### src/hdl/buddy_block_allocator_top_macros.svh
// assertion macros shared by the buddy allocator modules
`ifndef BUDDY_BLOCK_ALLOCATOR_TOP_MACROS_SVH
`define BUDDY_BLOCK_ALLOCATOR_TOP_MACROS_SVH

// property holds on every clock edge out of reset
`define BBA_ASSERT(label, prop, msg) \
    label: assert property (@(posedge i_clk) disable iff (!i_rst_n) (prop)) else $error(msg);

// consequent holds in the cycle after the antecedent
`define BBA_ASSERT_NEXT(label, ante, cons, msg) \
    label: assert property (@(posedge i_clk) disable iff (!i_rst_n) (ante) |=> (cons)) \
        else $error(msg);

`endif

### src/hdl/bba_pkg.sv
// types, constants and helpers of the buddy block allocator
`default_nettype none
package bba_pkg;

    localparam int NUM_CHUNKS_DEF = 256;
    localparam int ORD_W   = 4;
    localparam int ORD_N   = 16;
    localparam int SHIFT_W = 5;
    localparam int POOL_W  = 9;
    localparam int ADDR_W  = 32;
    localparam int BYTES_W = 25;
    localparam int CFG_IDX_W = 2;
    localparam int MAX_SHIFT = 16;

    localparam logic [SHIFT_W-1:0] SHIFT_RST = 5'd6;
    localparam logic [POOL_W-1:0]  POOL_RST  = 9'd256;

    localparam logic [CFG_IDX_W-1:0] REG_CHUNK_SHIFT = 2'd0;
    localparam logic [CFG_IDX_W-1:0] REG_POOL_CHUNKS = 2'd1;
    localparam logic [CFG_IDX_W-1:0] REG_DATA_BASE   = 2'd2;

    localparam logic [1:0] ST_OK          = 2'd0;
    localparam logic [1:0] ST_NO_BLOCK    = 2'd1;
    localparam logic [1:0] ST_OUT_OF_POOL = 2'd2;
    localparam logic [1:0] ST_NOT_ALLOC   = 2'd3;

    localparam logic REQ_ALLOC = 1'b0;

    typedef struct packed {
        logic             free_h;
        logic             alloc_h;
        logic [ORD_W-1:0] ord;
    } t_entry;

    typedef enum logic [3:0] {
        OP_NOP, OP_RB_START, OP_RB_STEP, OP_LOAD, OP_NEED, OP_K_STEP, OP_SCAN_STEP,
        OP_PICK_STEP, OP_SPLIT_HEAD, OP_SPLIT_STEP, OP_FCHECK, OP_FHEAD, OP_MADDR,
        OP_MTEST, OP_MFINAL, OP_RESULT
    } t_dp_op;

    typedef struct packed {
        t_dp_op     op;
        logic [1:0] res_status;
    } t_dp_cmd;

    typedef struct packed {
        logic is_free;
        logic rb_last;
        logic k_done;
        logic k_big;
        logic scan_done;
        logic pick_hit;
        logic pick_end;
        logic split_done;
        logic out_pool;
        logic misalign;
        logic not_alloc;
        logic merge_stop;
        logic buddy_ok;
    } t_dp_stat;

    // block size in bytes for log2 size e, zero once it leaves the result width
    function automatic logic [BYTES_W-1:0] f_size(input logic [5:0] e);
        logic [BYTES_W-1:0] v;
        v = '0;
        if (e < 6'(BYTES_W)) begin
            v = BYTES_W'(1) << e;
        end
        return v;
    endfunction

endpackage
`default_nettype wire

### src/hdl/bba_ram.sv
// generic single-write, single-read ram with registered read data
`default_nettype none
module bba_ram #(
    parameter int WIDTH = 8,
    parameter int DEPTH = 256
) (
    input  wire logic                     i_clk,
    input  wire logic                     i_we,
    input  wire logic [$clog2(DEPTH)-1:0] i_waddr,
    input  wire logic [WIDTH-1:0]         i_wdata,
    input  wire logic [$clog2(DEPTH)-1:0] i_raddr,
    output logic      [WIDTH-1:0]         o_rdata
);
    logic [WIDTH-1:0] r_mem [DEPTH];

    always_ff @(posedge i_clk) begin
        if (i_we) begin
            r_mem[i_waddr] <= i_wdata;
        end
        o_rdata <= r_mem[i_raddr];
    end
endmodule
`default_nettype wire

### src/hdl/bba_dp.sv
// datapath: config registers, block map ram, scan, split and merge arithmetic
`default_nettype none
`include "buddy_block_allocator_top_macros.svh"
module bba_dp
    import bba_pkg::*;
#(
    parameter int NUM_CHUNKS = NUM_CHUNKS_DEF
) (
    input  wire logic                 i_clk,
    input  wire logic                 i_rst_n,
    input  wire logic                 i_cfg_we,
    input  wire logic [CFG_IDX_W-1:0] i_cfg_idx,
    input  wire logic [ADDR_W-1:0]    i_cfg_data,
    input  wire logic                 i_req_type,
    input  wire logic [ADDR_W-1:0]    i_req_bytes,
    input  wire logic [ADDR_W-1:0]    i_free_addr,
    input  wire t_dp_cmd              i_cmd,
    output t_dp_stat                  o_stat,
    output logic [1:0]                o_status,
    output logic [ADDR_W-1:0]         o_block_addr,
    output logic [BYTES_W-1:0]        o_granted,
    output logic [BYTES_W-1:0]        o_used
);
    localparam int AW = $clog2(NUM_CHUNKS);
    localparam int NW = $clog2(NUM_CHUNKS + 1);

    logic [SHIFT_W-1:0] r_shift;
    logic [POOL_W-1:0]  r_pool;
    logic [ADDR_W-1:0]  r_base;
    logic               r_type;
    logic [ADDR_W-1:0]  r_req, r_fa;
    logic [ADDR_W:0]    r_need;
    logic [5:0]         r_k;
    logic [NW-1:0]      r_idx, r_pos, r_rem;
    logic               r_rd_vld;
    logic [AW-1:0]      r_rd_idx;
    logic [ORD_N-1:0]   r_best_v;
    logic [AW-1:0]      r_best [ORD_N];
    logic [ORD_W-1:0]   r_j, r_o;
    logic [AW-1:0]      r_i, r_b;
    logic [BYTES_W-1:0] r_fbytes, r_used;

    logic [SHIFT_W-1:0] w_sh;
    logic [NW-1:0]      w_n;
    logic [ADDR_W-1:0]  w_mask, w_off;
    logic [47:0]        w_lim;
    logic [AW-1:0]      w_fidx, w_b;
    logic [ORD_W-1:0]   w_msb;
    logic               w_head;
    logic               w_we;
    logic [AW-1:0]      w_waddr, w_raddr;
    t_entry             w_wdata, w_rd;
    logic [BYTES_W-1:0] w_abytes;
    logic [BYTES_W:0]   w_sum;

    assign w_sh   = (r_shift > SHIFT_W'(MAX_SHIFT)) ? SHIFT_W'(MAX_SHIFT) : r_shift;
    assign w_n    = ({23'd0, r_pool} > 32'(NUM_CHUNKS)) ? NW'(NUM_CHUNKS) : NW'(r_pool);
    assign w_mask = (ADDR_W'(1) << w_sh) - ADDR_W'(1);
    assign w_off  = r_fa - r_base;
    assign w_lim  = 48'(w_n) << w_sh;
    assign w_fidx = AW'(w_off >> w_sh);
    assign w_b    = r_i ^ (AW'(1) << r_o);
    assign w_head = (r_rem != '0) && (r_idx == r_pos);
    assign w_abytes = f_size(r_k + 6'(w_sh));
    assign w_sum  = (BYTES_W + 1)'(r_used) + (BYTES_W + 1)'(w_abytes);

    always_comb begin
        w_msb = '0;
        for (int b = 0; b < NW; b++) begin
            if (r_rem[b]) begin
                w_msb = ORD_W'(b);
            end
        end
    end

    always_comb begin
        o_stat.is_free    = r_type;
        o_stat.rb_last    = (r_idx == NW'(NUM_CHUNKS - 1));
        o_stat.k_done     = (34'(1) << r_k) >= {1'b0, r_need};
        o_stat.k_big      = r_k > 6'(AW);
        o_stat.scan_done  = (r_idx >= w_n) && !r_rd_vld;
        o_stat.pick_hit   = r_best_v[r_j];
        o_stat.pick_end   = (r_j == ORD_W'(ORD_N - 1));
        o_stat.split_done = (r_j == r_k[ORD_W-1:0]);
        o_stat.out_pool   = 48'(w_off) >= w_lim;
        o_stat.misalign   = (w_off & w_mask) != '0;
        o_stat.not_alloc  = !w_rd.alloc_h;
        o_stat.merge_stop = (r_o >= ORD_W'(AW)) || (NW'(w_b) >= w_n);
        o_stat.buddy_ok   = w_rd.free_h && (w_rd.ord == r_o);
    end

    // ram port selection per datapath step
    always_comb begin
        w_we    = 1'b0;
        w_waddr = r_i;
        w_wdata = '0;
        w_raddr = r_idx[AW-1:0];
        case (i_cmd.op)
            OP_RB_START: ;
            OP_RB_STEP: begin
                w_we    = 1'b1;
                w_waddr = r_idx[AW-1:0];
                if (w_head) begin
                    w_wdata = '{free_h: 1'b1, alloc_h: 1'b0, ord: w_msb};
                end
            end
            OP_SPLIT_HEAD: begin
                w_we    = 1'b1;
                w_wdata = '{free_h: 1'b0, alloc_h: 1'b1, ord: r_k[ORD_W-1:0]};
            end
            OP_SPLIT_STEP: begin
                w_we    = 1'b1;
                w_waddr = r_i + (AW'(1) << (r_j - ORD_W'(1)));
                w_wdata = '{free_h: 1'b1, alloc_h: 1'b0, ord: r_j - ORD_W'(1)};
            end
            OP_FCHECK: w_raddr = w_fidx;
            OP_FHEAD: begin
                w_we    = w_rd.alloc_h;
                w_wdata = '{free_h: 1'b0, alloc_h: 1'b0, ord: w_rd.ord};
            end
            OP_MADDR: w_raddr = w_b;
            OP_MTEST: begin
                w_we    = o_stat.buddy_ok;
                w_waddr = r_b;
                w_wdata = '{free_h: 1'b0, alloc_h: w_rd.alloc_h, ord: w_rd.ord};
            end
            OP_MFINAL: begin
                w_we    = 1'b1;
                w_wdata = '{free_h: 1'b1, alloc_h: 1'b0, ord: r_o};
            end
            default: ;
        endcase
    end

    bba_ram #(
        .WIDTH ($bits(t_entry)),
        .DEPTH (NUM_CHUNKS)
    ) u_map (
        .i_clk   (i_clk),
        .i_we    (w_we),
        .i_waddr (w_waddr),
        .i_wdata (w_wdata),
        .i_raddr (w_raddr),
        .o_rdata (w_rd)
    );

    always_ff @(posedge i_clk) begin
        if (!i_rst_n) begin
            r_shift  <= SHIFT_RST;
            r_pool   <= POOL_RST;
            r_base   <= '0;
            r_idx    <= '0;
            r_rd_vld <= 1'b0;
            r_best_v <= '0;
            r_used   <= '0;
        end else begin
            if (i_cfg_we) begin
                case (i_cfg_idx)
                    REG_CHUNK_SHIFT: r_shift <= i_cfg_data[SHIFT_W-1:0];
                    REG_POOL_CHUNKS: r_pool  <= i_cfg_data[POOL_W-1:0];
                    REG_DATA_BASE:   r_base  <= i_cfg_data;
                    default: ;
                endcase
            end
            case (i_cmd.op)
                OP_RB_START: begin
                    r_idx  <= '0;
                    r_pos  <= '0;
                    r_rem  <= w_n;
                    r_used <= '0;
                end
                OP_RB_STEP: begin
                    r_idx <= r_idx + NW'(1);
                    if (w_head) begin
                        r_pos <= r_pos + (NW'(1) << w_msb);
                        r_rem[w_msb] <= 1'b0;
                    end
                end
                OP_LOAD: begin
                    r_type <= i_req_type;
                    r_req  <= i_req_bytes;
                    r_fa   <= i_free_addr;
                end
                OP_NEED: begin
                    r_need   <= ((ADDR_W + 1)'(r_req) + (ADDR_W + 1)'(w_mask)) >> w_sh;
                    r_k      <= '0;
                    r_idx    <= '0;
                    r_rd_vld <= 1'b0;
                    r_best_v <= '0;
                end
                OP_K_STEP: begin
                    if (!o_stat.k_done) begin
                        r_k <= r_k + 6'd1;
                    end
                end
                OP_SCAN_STEP: begin
                    if (r_idx < w_n) begin
                        r_idx    <= r_idx + NW'(1);
                        r_rd_vld <= 1'b1;
                        r_rd_idx <= r_idx[AW-1:0];
                    end else begin
                        r_rd_vld <= 1'b0;
                    end
                    // first hit per order is the lowest address
                    if (r_rd_vld && w_rd.free_h && !r_best_v[w_rd.ord]) begin
                        r_best_v[w_rd.ord] <= 1'b1;
                        r_best[w_rd.ord]   <= r_rd_idx;
                    end
                    if (o_stat.scan_done) begin
                        r_j <= r_k[ORD_W-1:0];
                    end
                end
                OP_PICK_STEP: begin
                    if (o_stat.pick_hit) begin
                        r_i <= r_best[r_j];
                    end else if (!o_stat.pick_end) begin
                        r_j <= r_j + ORD_W'(1);
                    end
                end
                OP_SPLIT_STEP: r_j <= r_j - ORD_W'(1);
                OP_FCHECK: r_i <= w_fidx;
                OP_FHEAD: begin
                    r_o      <= w_rd.ord;
                    r_fbytes <= f_size(6'(w_rd.ord) + 6'(w_sh));
                end
                OP_MADDR: r_b <= w_b;
                OP_MTEST: begin
                    if (o_stat.buddy_ok) begin
                        if (r_b < r_i) begin
                            r_i <= r_b;
                        end
                        r_o <= r_o + ORD_W'(1);
                    end
                end
                OP_RESULT: begin
                    o_status <= i_cmd.res_status;
                    if (i_cmd.res_status != ST_OK) begin
                        o_block_addr <= '0;
                        o_granted    <= '0;
                    end else if (r_type == REQ_ALLOC) begin
                        o_block_addr <= r_base + (ADDR_W'(r_i) << w_sh);
                        o_granted    <= w_abytes;
                        r_used       <= w_sum[BYTES_W] ? '1 : w_sum[BYTES_W-1:0];
                    end else begin
                        o_block_addr <= r_fa;
                        o_granted    <= r_fbytes;
                        r_used       <= (r_used > r_fbytes) ? r_used - r_fbytes : '0;
                    end
                end
                default: ;
            endcase
        end
    end

    assign o_used = r_used;

    `BBA_ASSERT(a_scan_bound, i_cmd.op != OP_SCAN_STEP || r_idx <= w_n, "scan index ran past pool")
    `BBA_ASSERT(a_split_above, i_cmd.op != OP_SPLIT_STEP || r_j > r_k[ORD_W-1:0], "split below requested order")
    `BBA_ASSERT_NEXT(a_merge_order, i_cmd.op == OP_MTEST && o_stat.buddy_ok, r_o <= ORD_W'(AW), "merged block larger than memory")
endmodule
`default_nettype wire

### src/hdl/bba_ctrl.sv
// controller: sequences rebuild, allocate and free steps of the datapath
`default_nettype none
`include "buddy_block_allocator_top_macros.svh"
module bba_ctrl
    import bba_pkg::*;
(
    input  wire logic     i_clk,
    input  wire logic     i_rst_n,
    input  wire logic     i_rebuild,
    input  wire logic     i_in_valid,
    output logic          o_in_ready,
    output logic          o_out_valid,
    input  wire logic     i_out_ready,
    input  wire t_dp_stat i_stat,
    output t_dp_cmd       o_cmd
);
    typedef enum logic [3:0] {
        S_RB_INIT, S_RB, S_IDLE, S_NEED, S_KCALC, S_SCAN, S_PICK, S_SPLIT_HEAD, S_SPLIT,
        S_FCHECK, S_FHEAD, S_MADDR, S_MTEST, S_MFINAL, S_RESULT
    } t_state;

    t_state     r_state, n_state;
    logic [1:0] r_res, n_res;
    logic       r_out_valid, n_out_valid;

    assign o_in_ready  = (r_state == S_IDLE) && !i_rebuild;
    assign o_out_valid = r_out_valid;

    always_comb begin
        n_state         = r_state;
        n_res           = r_res;
        n_out_valid     = r_out_valid && !i_out_ready;
        o_cmd.op        = OP_NOP;
        o_cmd.res_status = r_res;
        case (r_state)
            S_RB_INIT: begin
                o_cmd.op = OP_RB_START;
                n_state  = S_RB;
            end
            S_RB: begin
                o_cmd.op = OP_RB_STEP;
                if (i_rebuild) begin
                    n_state = S_RB_INIT;
                end else if (i_stat.rb_last) begin
                    n_state = S_IDLE;
                end
            end
            S_IDLE: begin
                if (i_rebuild) begin
                    n_state = S_RB_INIT;
                end else if (i_in_valid) begin
                    o_cmd.op = OP_LOAD;
                    n_state  = S_NEED;
                end
            end
            S_NEED: begin
                if (i_stat.is_free) begin
                    n_state = S_FCHECK;
                end else begin
                    o_cmd.op = OP_NEED;
                    n_state  = S_KCALC;
                end
            end
            S_KCALC: begin
                o_cmd.op = OP_K_STEP;
                if (i_stat.k_big) begin
                    n_res   = ST_NO_BLOCK;
                    n_state = S_RESULT;
                end else if (i_stat.k_done) begin
                    n_state = S_SCAN;
                end
            end
            S_SCAN: begin
                o_cmd.op = OP_SCAN_STEP;
                if (i_stat.scan_done) begin
                    n_state = S_PICK;
                end
            end
            S_PICK: begin
                o_cmd.op = OP_PICK_STEP;
                if (i_stat.pick_hit) begin
                    n_state = S_SPLIT_HEAD;
                end else if (i_stat.pick_end) begin
                    n_res   = ST_NO_BLOCK;
                    n_state = S_RESULT;
                end
            end
            S_SPLIT_HEAD: begin
                o_cmd.op = OP_SPLIT_HEAD;
                n_state  = S_SPLIT;
            end
            S_SPLIT: begin
                if (i_stat.split_done) begin
                    n_res   = ST_OK;
                    n_state = S_RESULT;
                end else begin
                    o_cmd.op = OP_SPLIT_STEP;
                end
            end
            S_FCHECK: begin
                o_cmd.op = OP_FCHECK;
                if (i_stat.out_pool) begin
                    n_res   = ST_OUT_OF_POOL;
                    n_state = S_RESULT;
                end else if (i_stat.misalign) begin
                    n_res   = ST_NOT_ALLOC;
                    n_state = S_RESULT;
                end else begin
                    n_state = S_FHEAD;
                end
            end
            S_FHEAD: begin
                o_cmd.op = OP_FHEAD;
                if (i_stat.not_alloc) begin
                    n_res   = ST_NOT_ALLOC;
                    n_state = S_RESULT;
                end else begin
                    n_state = S_MADDR;
                end
            end
            S_MADDR: begin
                o_cmd.op = OP_MADDR;
                n_state  = i_stat.merge_stop ? S_MFINAL : S_MTEST;
            end
            S_MTEST: begin
                o_cmd.op = OP_MTEST;
                n_state  = i_stat.buddy_ok ? S_MADDR : S_MFINAL;
            end
            S_MFINAL: begin
                o_cmd.op = OP_MFINAL;
                n_res    = ST_OK;
                n_state  = S_RESULT;
            end
            S_RESULT: begin
                // hold until the output register is free
                if (!r_out_valid || i_out_ready) begin
                    o_cmd.op    = OP_RESULT;
                    n_out_valid = 1'b1;
                    n_state     = S_IDLE;
                end
            end
            default: n_state = S_IDLE;
        endcase
    end

    always_ff @(posedge i_clk) begin
        if (!i_rst_n) begin
            r_state     <= S_RB_INIT;
            r_res       <= ST_OK;
            r_out_valid <= 1'b0;
        end else begin
            r_state     <= n_state;
            r_res       <= n_res;
            r_out_valid <= n_out_valid;
        end
    end

    `BBA_ASSERT_NEXT(a_busy_after_take, i_in_valid && o_in_ready, !o_in_ready, "took a word while busy")
    `BBA_ASSERT(a_result_room, o_cmd.op != OP_RESULT || !r_out_valid || i_out_ready, "result overwrote pending word")
    `BBA_ASSERT(a_valid_source, !$rose(r_out_valid) || $past(r_state) == S_RESULT, "output word from nowhere")
endmodule
`default_nettype wire

### src/hdl/buddy_block_allocator_top.sv
// Binary buddy allocator over a pool of equal chunks.
// Requests enter on the s_axis channel: tuser is the request kind (0 allocate, 1 free),
// tdata holds the byte count and the address to free. Each request gives one word on
// m_axis: tuser is the status code, tdata the block address, block bytes and used total.
// The block map lives in a single ram of NUM_CHUNKS entries.
// After reset, and after every write of pool_chunks, a rebuild pass walks the whole ram,
// one entry per cycle, with s_axis_tready low.
// For an allocate, the free-block scan reads one ram entry per cycle.
// A free checks its address, then the block head, then merges upward; each buddy merge is
// a ram read then a write, and a free refused for its address answers before its head is read.
// One request is in flight at a time; the result sits in an output register, so the next
// request is taken while the last result still waits. If the receiver stalls, the next
// result waits in its final step until the output register empties.
// Configuration writes are taken at any time but are meant for an idle block.
`default_nettype none
module buddy_block_allocator_top
    import bba_pkg::*;
#(
    parameter int NUM_CHUNKS = NUM_CHUNKS_DEF
) (
    input  wire logic                 i_clk,
    input  wire logic                 i_rst_n,
    input  wire logic                 i_cfg_we,
    input  wire logic [CFG_IDX_W-1:0] i_cfg_idx,
    input  wire logic [ADDR_W-1:0]    i_cfg_data,
    input  wire logic                 s_axis_tvalid,
    output logic                      s_axis_tready,
    input  wire logic [63:0]          s_axis_tdata,  // request_bytes, free_address
    input  wire logic                 s_axis_tuser,  // req_type
    output logic                      m_axis_tvalid,
    input  wire logic                 m_axis_tready,
    output logic [87:0]               m_axis_tdata,  // block_address, granted_bytes, used_bytes
    output logic [1:0]                m_axis_tuser   // status
);
    t_dp_cmd            w_cmd;
    t_dp_stat           w_stat;
    logic [ADDR_W-1:0]  w_addr;
    logic [BYTES_W-1:0] w_granted, w_used;

    bba_ctrl u_ctrl (
        .i_clk       (i_clk),
        .i_rst_n     (i_rst_n),
        .i_rebuild   (i_cfg_we && (i_cfg_idx == REG_POOL_CHUNKS)),
        .i_in_valid  (s_axis_tvalid),
        .o_in_ready  (s_axis_tready),
        .o_out_valid (m_axis_tvalid),
        .i_out_ready (m_axis_tready),
        .i_stat      (w_stat),
        .o_cmd       (w_cmd)
    );

    bba_dp #(
        .NUM_CHUNKS (NUM_CHUNKS)
    ) u_dp (
        .i_clk        (i_clk),
        .i_rst_n      (i_rst_n),
        .i_cfg_we     (i_cfg_we),
        .i_cfg_idx    (i_cfg_idx),
        .i_cfg_data   (i_cfg_data),
        .i_req_type   (s_axis_tuser),
        .i_req_bytes  (s_axis_tdata[31:0]),
        .i_free_addr  (s_axis_tdata[63:32]),
        .i_cmd        (w_cmd),
        .o_stat       (w_stat),
        .o_status     (m_axis_tuser),
        .o_block_addr (w_addr),
        .o_granted    (w_granted),
        .o_used       (w_used)
    );

    assign m_axis_tdata = {6'd0, w_used, w_granted, w_addr};
endmodule
`default_nettype wire

### config.mk
export PLATFORM = sky130hd
export DESIGN_NAME = buddy_block_allocator_top
export DESIGN_NICKNAME = d
export VERILOG_FILES = /design/src/hdl/bba_pkg.sv /design/src/hdl/bba_ram.sv /design/src/hdl/bba_dp.sv /design/src/hdl/bba_ctrl.sv /design/src/hdl/buddy_block_allocator_top.sv
export VERILOG_INCLUDE_DIRS = /design/src /design/src/hdl
export SDC_FILE = /design/constraint.sdc
export NUM_CORES = 2
export LEC_CHECK = 0
export ABC_AREA = 1
export BUFFER_PORTS_ARGS = -buffer_cell sky130_fd_sc_hd__buf_2
export CORE_ASPECT_RATIO = 2
export CORE_MARGIN = 8
export CORE_UTILIZATION = 41
export DETAILED_ROUTE_END_ITERATION = 12
export RECOVER_POWER = 50
export SYNTH_ARGS = -nofsm -noshare
export SYNTH_HDL_FRONTEND = slang
export SYNTH_SLANG_ARGS = --single-unit
### constraint.sdc
create_clock -name i_clk -period 39.7 [get_ports i_clk]
set_clock_uncertainty 0.05 [all_clocks]
set_input_delay 3.97 -clock i_clk [delete_from_list [all_inputs] [get_ports i_clk]]
set_output_delay 3.97 -clock i_clk [all_outputs]
set_load 0.05 [all_outputs]
* Word-level counts from Yosys, hierarchy flattened
Memory sizes are Yosys's and may differ from the RTL's. A register that Yosys moved wholly into a read port is not among the register bits.
Index checks and enable logic that the tools add are counted.
** Cells by class
- Add/subtract/negate cells :: 15
- $lt $le $gt $ge :: 18
- Equal/unequal tests :: 59
- Shift operators :: 11
- Mux-type cells :: 94
- Bitwise logic cells :: 5
- Reduce and logical (&&, ||, !) cells :: 52
** Operators with widths (count)
- $mux 25 :: 6
- $pmux 4 s15 :: 2
- $mux 4 :: 22
- $eq 4x4->1 const B :: 16
- $pmux 25 s2 :: 1
- $shl 1x6->25 const A :: 2
- $ge 32x48->1 :: 1
- $pmux 8 s3 :: 2
- $shl 9x5->48 :: 1
- $mux 9 :: 4
- $pmux 6 s6 :: 1
- $pmux 9 s2 :: 2
- $ge 34x33->1 :: 1
- $shl 1x6->34 const A :: 1
- $add 32x32->33 :: 1
- $shr 33x5->33 :: 1
- $add 32x32->32 :: 1
- $and 32x32->32 :: 1
- $eq 4x3->1 const B :: 8
- $mux 32 :: 1
- $pmux 16 s2 :: 1
- $reduce_bool 32->1 :: 1
- $shl 1x5->32 const A :: 1
- $shl 8x5->32 :: 1
- other kinds (74) :: 175
** Storage, ports and cells
- Flip-flop bits (word level) :: 342
- Bits in writable memories :: 1664
- Bits of input ports :: 104
- Output and inout port bits :: 92
- Logic and storage cells :: 282
- Memories kept :: 2
** Memories
- u_dp.u_map.r_mem :: words 256, bits a word 6, rd ports 1, clocked after memory_dff 1, wr ports 1, line bba_ram.sv:14 : logic [WIDTH-1:0] r_mem [DEPTH];
- u_dp.r_best :: words 16, bits a word 8, rd ports 1, clocked after memory_dff 1, wr ports 1, line bba_dp.sv:38 : logic [AW-1:0] r_best [ORD_N];

* Longest topological paths before layout
- Depth after elaboration :: 16
- Depth in mapped cells :: 37
- Mapped depth without buffers :: 31

* Modules after synthesis
Synthesis repeated with hierarchy kept, for this count alone.
** Second synthesis, totals
- Cells, all modules :: 10671
- Area, all modules :: 100704.1 µm²
** Modules (own cells, without submodules)
- bba_ram :: times used 1, cells an instance 5386, area each 63151.8 µm², sequential area each 46244.4 µm²
- bba_dp :: times used 1, cells an instance 5115, area each 36653.9 µm², sequential area each 13012.5 µm²
- bba_ctrl :: times used 1, cells an instance 161, area each 839.6 µm², sequential area each 140.1 µm²
- buddy_block_allocator_top :: times used 1, cells an instance 9, area each 58.8 µm², sequential area each 0.0 µm²

* Worst setup path before layout
OpenSTA, ideal clock, no wires.
- Path kind :: register -> register
- Start :: register u_ctrl.r_state[0]
- End :: memory u_dp.u_map.r_mem[0][2] in the netlist's numbering, data pin
- Library setup time :: 2.188 ns
- Arrival time :: 11.267 ns
- Required time :: 37.462 ns
- Path slack :: 26.196 ns
- Cell stages (with the launch flop) :: 8
- Buffers on the path :: 2
- Clock period less this slack :: 13.504 ns
- Cells stage by stage :: dfxtp_1 > nor2_1 > inv_1 > nor2_1 > clkbuf_1 > clkbuf_1 > nor2_1 > o21ai_0
** Between the ends
- Cells in the longest elaborated chain, start to end :: 4
- Elaborated cells between the ends (all ways) :: 23
- Classes of those cells :: 20 x eq/ne; 2 x mux; 1 x reduce/logical
** Ends and longest elaborated chain
- start: declaration :: line bba_ctrl.sv:22 : t_state r_state, n_state;
- start signal: assignment :: line bba_ctrl.sv:152 : r_state <= n_state;
- $eq 4x4->1 (tied with other cells) :: line bba_ctrl.sv:35 : case (r_state)
- $pmux 4 s15 * :: line bba_ctrl.sv:35
- $eq 4x4->1 / $eq 4x2->1 (equally long branches) :: line bba_dp.sv:98 : case (i_cmd.op)
- $pmux 6 s6 * :: line bba_dp.sv:98
- net u_dp.u_map.i_wdata[2] :: line bba_ram.sv:10 : input wire logic [WIDTH-1:0] i_wdata,
- end: declaration :: line bba_ram.sv:14
Mark *: on every way through the listed nets, which the timed path passes. The rest lies on a longest branch.

* Worst setup path after layout
- Start :: register u_ctrl.r_state[2]
- End :: memory u_dp.u_map.r_mem[197][1] in the netlist's numbering, data pin
The elaborated chain is that of the path after synthesis.

==> key figures <==
Outcome
  – Outcome: finished, violations left
  – Failing checks: max-capacitance violations, max-slew violations

Floorplan
  – Die ar.: about 260000 um2
  – Die Y: 707.0 um
  – Initial Util: 0.4107
  – Die span in x: 361.5 um
  – I/O pins: 196
  – Num rows: 254
  – Core area: 238400 um2

Logic synthesis
  – Synth Area in Simple Gates: 0.2330
  – Post-synth top flop: edfxtp_1
  – Post-synth EDFFs: 1902
  – Cell count after synthesis: 9808
  – Register area share after synthesis: 0.6067
  – Average cell area after synthesis: 9.981 um2
  – Number of synthesis warnings: 0
  – Largest family of logic cells by synthesized area: simple AND/OR/NAND/NOR gates
  – Post-synth ARST share: 0
  – Flops & latches, synth: 2016
  – Complex-gate fraction of the synthesized area: 0.05999
  – Count of cell types in the netlist: 68
  – Synth Area in XOR/XNOR: 0.01189
  – Syn Std Cell Area: 97900 um2
  – Adder-Cell Fraction of Synth Area: 0.03717
  – Mux contribution to synthesized area: 0.0006135

Global routing
  – GRT Total Usage: 0.2207
  – Largest net degree at the start of global routing: 204
  – GRT overflow: 0
  – First-pass GRT wire length: 439500 um
  – Vias in the first global route: approximately 70000
  – Initial antenna violation count: 9

Worst hold path
  – Worst hold path depth: 2
  – Hold Crit Class: reg2reg
  – Hold_sp: u_dp.r_best_v[2]

Clock network
  – Hold Buf Count CTS: 0
  – Clock sink total: 2016
  – Setup repair bufs after CTS: 0
  – Post-CTS Resized: 0
  – H-tree levels: 4
  – Clk_lat worst skew: roughly 0.86 ns
  – Clk buf depth: 4
  – CTS Root Buffer Type: clkbuf_16
  – Number of CTS-inserted buffers: 194
  – Clock transition at the registers of the reported paths: 0.07 ns
  – CTS tree: yes

Timing
  – Clock period minus worst slack: between 10 and 15 ns
  – Setup violations, final: 0
  – Relative slew slack: -5.756
  – Hold Vio Cnt, Final: 0
  – Max Fclk: approximately 73 MHz
  – Actual slew at the worst max-slew pin: 10.13 ns
  – Slew Limit Fails: 1732
  – Final TNS setup: 0 ns
  – RSZ-0062 raised after global routing: false
  – Fin crit share: 0.3454
  – PnR worst setup slack: 25.99 ns

Critical path
  – CP Launch Point: u_ctrl.r_state[2]
  – Crit-path max FO: 203
  – Worst path required time: 38.81 ns
  – Startpoint types: flip-flop
  – Worst R2R Path Depth: 10
  – Arrival time worst endpoint: 12.82 ns
  – Critical path endpoint category: flip-flop
  – Setup Crit Path Kind: reg2reg
  – Reg2reg start: u_ctrl.r_state[2]

Pwr
  – Leak: 39.15 nW
  – Pwr dens: 60.03 nW/um2
  – Max rail drop VDD: 0.00005245 V

Drt
  – Final WL: 294400 um
  – DR iter-0 viols: just over 8000
  – Routed wire per std cell: 22.70 um
  – Final ANT Viol Nets: 0
  – Via/cell ratio: 5.686
  – DRT Pass-1 Iters: 7
  – Drt drc: 0
  – Vias: 73730

Placed design
  – Dpl ws: 30.55 ns
  – GPL Wtd Cong: roughly 0.94
  – IO Port Bufs: ~190
  – Placed Instance Area: 101200 um2
  – HPWL after DPL: between 150000 and 200000 um

Cells and area
  – FILL cells: roughly 23000
  – Share of layout cells above drive strength 1: 0.05863
  – Area grow syn2layout: 9.489%
  – Nets: 10140
  – Design area: 107200 um2

Job
  – Max-Cap Viols: 20
sequential cells by signal (all words and copies together), names as in the netlist, 32 cells and up, named ones only:
name               count
u_dp.r_best          128
u_dp.r_fa             32
u_dp.o_block_addr     32
u_dp.r_req            32
u_dp.u_map.r_mem    1536
u_dp.r_need           33
u_dp.r_base           32
metal layers:
layer,share of wire,global-route usage
met2,0.46,0.3476
met3,0.081,0.03594
met4,0.041,0.07945
met5,0.000092,0
met1,0.42,0.3090
cells in the mapped netlist, types with 5 or more instances:
cell type,n,area share
inv_1,540,0.021
xor2_1,79,0.0071
fa_1,8,0.0016
o221ai_1,7,0.00063
a31oi_1,22,0.0014
nor3_1,85,0.0043
buf_1,26,0.0010
buf_6,11,0.0013
edfxtp_1,1902,0.58
nor2_1,784,0.030
dfxtp_1,114,0.023
o21ai_1,18,0.00092
a21boi_0,12,0.00092
o311ai_0,22,0.0020
a211oi_1,28,0.0021
a221oi_1,13,0.0012
buf_4,64,0.0049
a21o_1,10,0.00077
a21oi_1,321,0.016
inv_2,19,0.00073
o21a_1,12,0.00092
nand3_1,2359,0.12
o211ai_1,42,0.0032
a22oi_1,8,0.00061
xnor2_1,52,0.0047
clkbuf_1,255,0.0098
o2111ai_1,14,0.0013
nor4_1,18,0.0012
clkinv_1,7,0.00027
nand2_1,1853,0.071
o21bai_1,11,0.00084
o21ai_0,402,0.021
buf_2,233,0.012
o31ai_1,10,0.00077
ha_1,278,0.036
or2_2,24,0.0015
nand4_1,38,0.0024
mux2i_1,6,0.00061
o22ai_1,50,0.0032
nand2_2,5,0.00032
power breakdown:
part | switching [mW] | internal [mW] | leakage (nW) | total [mW]
logic | 1.51 | 0.514 | 18.9 | 2.03
clock network | 0.805 | 1.06 | 3.05 | 1.86
registers | 0.0403 | 2.50 | 17.2 | 2.54
total | 2.36 | 4.07 | 39.1 | 6.43
final cells by class:
type	instances	area (um2)	share of cell area
flip-flops and latches	2016	59400	0.5542
multi-input cells	6665	33820	0.3156
clock buffers	242	5234	0.04883
well taps	3072	3844	0.03586
inverters	566	2140	0.01996
repair buffers	305	1747	0.01630
clock inverters	99	993.5	0.009269
diodes	2	5.005	0.00004669
per-stage QoR:
stage          hold slack (ns)    util  power (mW)  cells
6_report                0.4206  0.4497       6.434  12970
5_1_grt                 0.4378  0.4497       6.728  12970
4_1_cts                 0.4204  0.4508       6.418  12970
3_5_place_dp            0.4112  0.4246       4.570  12620
3_3_place_gp            0.4032  0.4246       4.554  12620
2_1_floorplan           0.3808       -       3.962   9836
logic make-up after synthesis:
group,Yosys count
compound gates,1026
mux,6
other cells,2
buf+inv,1155
fa+ha+maj,286
xor+xnor,132
flops,2016
simple gates,5185
placed cells by master (no fill, tap or decap), drive strengths merged, types with 11 or more instances in the layout:
master / synthesis / final
nor3: 86 / 86
conb: 2 / 30
nor4: 18 / 18
ha: 278 / 278
a221oi: 13 / 13
o21a: 12 / 12
inv: 559 / 561
buf: 334 / 213
clkbuf: 255 / 334
o21ai: 422 / 422
a31oi: 22 / 22
bufinv: 0 / 19
o2111ai: 14 / 14
o311ai: 22 / 22
o21bai: 11 / 11
o22ai: 50 / 50
nor2: 788 / 788
dfxtp: 114 / 114
nand4: 38 / 38
edfxtp: 1902 / 1902
or2: 24 / 24
xor2: 80 / 80
o211ai: 42 / 42
nand2: 1860 / 1860
a21oi: 324 / 324
a211oi: 28 / 28
clkinv: 7 / 77
a21boi: 14 / 14
nand3: 2360 / 2360
xnor2: 52 / 52
critical path, cell delays in order (launching register included):
cell,delay [ns]
dfxtp_1,0.35
nor2_1,0.21
inv_1,0.13
nor2_1,0.12
clkbuf_1,0.85
nand3_1,0.47
inv_1,0.17
nand2_1,0.07
o211ai_1,0.09
clkbuf_1,2.11
clkbuf_1,7.23
worst paths after layout:
check                              to  slack [ns]
min                  u_dp.r_best_v[2]        0.42
max reg2reg  u_dp.u_map.r_mem[197][1]       25.99
max          u_dp.u_map.r_mem[197][1]       25.99
min reg2reg          u_dp.r_best_v[2]        0.42
No activity file was read; power rests on OpenSTA's default activity.
